[src/design/nfr_pkg.sv]
`timescale 1ns / 1ps
// ----------------------------------------------------------------------------
// nfr_pkg
// Shared types and constants of the NAPT flow rewriter.
// ----------------------------------------------------------------------------
package nfr_pkg;

	localparam logic [7:0]  PROTO_TCP = 8'd6;
	localparam logic [7:0]  PROTO_UDP = 8'd17;
	localparam logic [15:0] MIN_TRANSPORT_LEN = 16'd8;
	localparam logic [15:0] LFSR_SEED = 16'hACE1;

	localparam logic [1:0] ACT_FORWARD = 2'd0;
	localparam logic [1:0] ACT_DROP    = 2'd1;
	localparam logic [1:0] ACT_PASS    = 2'd2;

	localparam logic [1:0] MODE_DROP     = 2'd0;
	localparam logic [1:0] MODE_SAME_RND = 2'd1;
	localparam logic [1:0] MODE_RND      = 2'd2;
	localparam logic [1:0] MODE_SEQ      = 2'd3;

	localparam logic [2:0] REG_NEW_SRC_ADDR = 3'd0;
	localparam logic [2:0] REG_NEW_SRC_PORT = 3'd1;
	localparam logic [2:0] REG_NEW_DST_ADDR = 3'd2;
	localparam logic [2:0] REG_NEW_DST_PORT = 3'd3;
	localparam logic [2:0] REG_PORT_SPAN    = 3'd4;
	localparam logic [2:0] REG_REWRITE_MODE = 3'd5;
	localparam logic [2:0] REG_FORWARD_PORT = 3'd6;
	localparam logic [2:0] REG_REPLY_PORT   = 3'd7;

	typedef struct packed {
		logic [31:0] new_src_addr;
		logic [15:0] new_src_port;
		logic [31:0] new_dst_addr;
		logic [15:0] new_dst_port;
		logic [15:0] port_span;
		logic [1:0]  rewrite_mode;
		logic [2:0]  forward_port;
		logic [2:0]  reply_port;
	} cfg_t;

	typedef struct packed {
		logic        reject;
		logic [31:0] src_addr;
		logic [31:0] dst_addr;
		logic [15:0] src_port;
		logic [15:0] dst_port;
		logic [2:0]  in_port;
	} item_t;

	typedef struct packed {
		logic [1:0]  action;
		logic [2:0]  out_port;
		logic [31:0] src_addr;
		logic [31:0] dst_addr;
		logic [15:0] src_port;
		logic [15:0] dst_port;
	} res_t;

endpackage

[src/design/nfr_front.sv]
`timescale 1ns / 1ps
// ----------------------------------------------------------------------------
// nfr_front
// Takes requests, screens protocol/fragment/length and queues them.
// ----------------------------------------------------------------------------
module nfr_front (
	input  logic              clk,
	input  logic              arst_n,
	input  logic              start,
	output logic              busy,
	input  logic [7:0]        protocol,
	input  logic              first_fragment,
	input  logic [15:0]       transport_len,
	input  logic [31:0]       src_addr,
	input  logic [31:0]       dst_addr,
	input  logic [15:0]       src_port,
	input  logic [15:0]       dst_port,
	input  logic [2:0]        in_port,
	output logic              q_vld,
	output nfr_pkg::item_t    q_item,
	input  logic              pop
);
	import nfr_pkg::*;

	item_t      buf_q [2];
	logic       wp_q, rp_q;
	logic [1:0] cnt_q;
	logic       push;
	item_t      in_item;

	assign busy  = (cnt_q == 2'd2);
	assign push  = start && !busy;
	assign q_vld = (cnt_q != 2'd0);
	assign q_item = buf_q[rp_q];

	always_comb begin
		in_item.reject   = (protocol != PROTO_TCP && protocol != PROTO_UDP) ||
			!first_fragment || (transport_len < MIN_TRANSPORT_LEN);
		in_item.src_addr = src_addr;
		in_item.dst_addr = dst_addr;
		in_item.src_port = src_port;
		in_item.dst_port = dst_port;
		in_item.in_port  = in_port;
	end

	always_ff @(posedge clk) begin
		if (push) begin
			buf_q[wp_q] <= in_item;
		end
	end

	always_ff @(posedge clk or negedge arst_n) begin
		if (!arst_n) begin
			wp_q  <= 1'b0;
			rp_q  <= 1'b0;
			cnt_q <= 2'd0;
		end else begin
			if (push) wp_q <= ~wp_q;
			if (pop && q_vld) rp_q <= ~rp_q;
			cnt_q <= cnt_q + 2'(push) - 2'(pop && q_vld);
		end
	end

endmodule

[config.mk]
export PLATFORM = sky130hd
export DESIGN_NAME = nfr_front
export DESIGN_NICKNAME = d
export VERILOG_FILES = /design/src/design/nfr_pkg.sv /design/src/design/nfr_front.sv
export SDC_FILE = /design/constraint.sdc
export NUM_CORES = 1
export LEC_CHECK = 0
export ABC_AREA = 1
export BUFFER_PORTS_ARGS = -buffer_cell sky130_fd_sc_hd__buf_2
export CELL_PAD_IN_SITES_DETAIL_PLACEMENT = 1
export CELL_PAD_IN_SITES_GLOBAL_PLACEMENT = 1
export CORE_ASPECT_RATIO = 0.5
export CORE_MARGIN = 2
export CORE_UTILIZATION = 40
export CTS_BUF_LIST = sky130_fd_sc_hd__clkbuf_16
export DETAILED_ROUTE_END_ITERATION = 6
export GPL_TIMING_DRIVEN = 0
export PLACE_DENSITY_LB_ADDON = 0.1
export SLEW_MARGIN = 15
export SYNTH_ARGS = -nofsm -noshare
export SYNTH_HDL_FRONTEND = slang
export SYNTH_SLANG_ARGS = --single-unit
[constraint.sdc]
create_clock -name clk -period 6.45 [get_ports clk]
set_clock_uncertainty 0.2 [all_clocks]
set_input_delay 0.9675 -clock clk [delete_from_list [all_inputs] [get_ports clk]]
set_output_delay 0.9675 -clock clk [all_outputs]
set_load 0.03 [all_outputs]
==> metrics.md <==
| Metric | Value |
|---|---|
| Status | `finished clean` |
| Num CTS Buffers | `20` |
| CTS clk-pin slew, worst paths | `0.06 ns` |
| Vias in the first global route | `5,116` |
| Reg2reg path depth | `5` |
| FF+latch count, synth | `204` |
| Critical Path AT | `1.76 ns` |
| Max Cap Viol | `0` |
| PostCTS Resize Cnt | `0` |
| HP Class | `input port to asynchronous set/reset pin` |
| Setup violations, final | `0` |
| I/O pin cnt | `230` |
| DRT Pass-1 Iters | `4` |
| Die X | `199 um` |
| Drt total wl | `17.9 mm` |
| Most used DFF post-synth | `edfxtp_1` |
| DR vias | `5,021` |
| Tcrit/Tclk final | `0.453` |
| Hold-fix buffers at CTS | `0` |
| Count leader, synth | `nand2_1` |
| CTS max path bufs | `3` |
| Port buffer count | `226` |
| Number of enable flip-flop cells after synthesis | `200` |
| Synth Cell Area | `0.00761 mm^2` |
| Largest net degree at the start of global routing | `28` |
| Worst R2R End | `buf_q[1][85]` |
| Count of unique library cells instantiated by Yosys | `17` |
| Fin Hold WS | `0.0748 ns` |
| PwrDens | `515 mW/mm^2` |
| H-tree Lvls | `1` |
| R2r setup slk | `4.28 ns` |
| Fill cells | `1,997` |
| Initial core utilization | `0.411` |
| Final ANT Viol Nets | `0` |
| Critical path startpoint category | `flop` |
| Half-perimeter wire length after placement | `12.6 mm` |
| DP Worst Slack | `3.71 ns` |
| Fraction of layout cells with a size suffix above 1 | `0.346` |
| Synth top area cells | `edfxtp_1, nand2_1, buf_4` |
| Top post-synthesis cells by count | `nand2_1, edfxtp_1, buf_4` |
| Initial antenna violation count | `0` |
| Vias per inst | `4.58` |
| GRT Util Overall | `0.175` |
| Layout Nets | `952` |
| Clock sinks | `204` |
| Ys Warns | `0` |
| Peak fanout along the critical path | `10` |
| Mapped Nets | `696` |
| Hold violation total from the final report | `0` |
| Layout area overhead | `29.8%` |
| Post-CTS Setup Inserts | `0` |
| Mean Syn Cell Area | `13.5 um^2` |
| Final min period | `2.92 ns` |
| DRC viols | `0` |
| Remaining Overflow, GRT | `0` |
| Clock Latency Late Sink | `0.48 ns` |
| Max rail drop VDD | `0.204 mV` |
| P_leak | `4.30 nW` |
| CP endpoint kind | `primary output` |
| GPL Wtd Cong | `0.684` |
| Setup ws final | `3.53 ns` |
| CTS tree | `built` |
| Initial DRC Count | `191` |
| Post-synth top area share | `0.789` |
| Post-Syn Instances | `566` |
| Die area | `0.0202 mm^2` |
| F_max | `342 MHz` |
| Num rows | `35` |
| Register area share after synthesis | `0.802` |
| R2r startpoint | `cnt_q[1]` |
| Die Y-Extent | `102 um` |
| Yosys top cell by area | `edfxtp_1` |
| Routed WL per cell | `16.3 um` |
| Root buf cell | `clkbuf_16` |
| RSZ-0062 raised after global routing | `false` |
| Core Area | `0.0185 mm^2` |
| Max_slew headroom | `0.533` |
| Asr flop ratio synth | `0.0196` |
| First-pass GRT wire length | `26.9 mm` |
| Fin. max-slew vios | `0` |
| WS Path Type | `flop to primary output` |
| Fin util | `0.534` |
| Worst Path Required | `5.28 ns` |
| Actual slew at the worst max-slew pin | `0.698 ns` |
final cells by class:
type,instances,area [um^2],share of cell area
Multi-Input combinational cell,335,1340,0.136
Tap cell,259,324,0.0328
Timing Repair Buffer,234,1310,0.133
Inverter,5,18.8,0.00190
Buffer,22,165,0.0167
Sequential cell,204,6110,0.618
Clock buffer,21,526,0.0532
Clock inverter,15,88.8,0.00899
Antenna cell,1,2.50,0.000253
worst max path at each step:
stage,from,end,slack [ns]
finish,rp_q,q_item[99],3.53
global route,rp_q,q_item[99],3.35
floorplan,start,buf_q[0][0],0.49
global placement,start,buf_q[1][70],-2.42
CTS,rp_q,q_item[99],3.43
detailed placement,start,buf_q[1][77],3.71
sequential cells by signal, indices dropped and copies added, names as in the netlist:
register  flops
cnt_q         2
buf_q       200
rp_q          1
wp_q          1
cell usage in the layout (no fill, tap or decap), drive strengths merged:
cell type	n
nand2	308
buf	255
edfxtp	200
clkbuf	22
nor2	17
clkinv	11
inv	8
dfrtp	4
xnor2	2
nand3	2
ha	2
xor2	2
diode	1
o21ai	1
or2	1
bufinv	1
power by group:
group          total (mW)  internal, mW  switching (mW)  leakage, nW
logic                2.10         0.589            1.51         2.08
clock network        1.11         0.628           0.479        0.318
registers            1.88          1.81          0.0736         1.90
routing by layer:
layer,wire (um),global-route usage
met5,0,0
met3,1280,0.0563
met2,8940,0.310
met1,7400,0.212
met4,273,0.0339
stage by stage:
step / power, mW / instance area (um^2) / instances / setup TNS, ns
2_1_floorplan: 3.33 / 7610 / 566 / 0
3_3_place_gp: 4.01 / 9070 / 1051 / -480.76
3_5_place_dp: 4.06 / 9270 / 1059 / 0
4_1_cts: 5.18 / 9880 / 1095 / 0
5_1_grt: 5.39 / 9880 / 1095 / 0
6_report: 5.09 / 9880 / 1096 / 0
cell families (layout without fill, tap and decap cells):
family                   after synthesis  after routing  synth area share
other                                  0              1                 0
adder cells (fa/ha/maj)                2              2           0.00329
AO/OA/AOI/OAI                          1              1           0.00214
flip-flops                           204            204             0.802
AND/OR/NAND/NOR                      328            328             0.163
XOR/XNOR                               4              4           0.00559
buffers and inverters                 27            297            0.0242
worst max-delay path, cell delays in order (launching register included):
cell and delay, ns:
dfrtp_1 0.38, inv_2 0.06, clkbuf_1 0.39, nand2_1 0.12, nand2_1 0.10, buf_2 0.21
No activity file was read; power rests on OpenSTA's default activity.
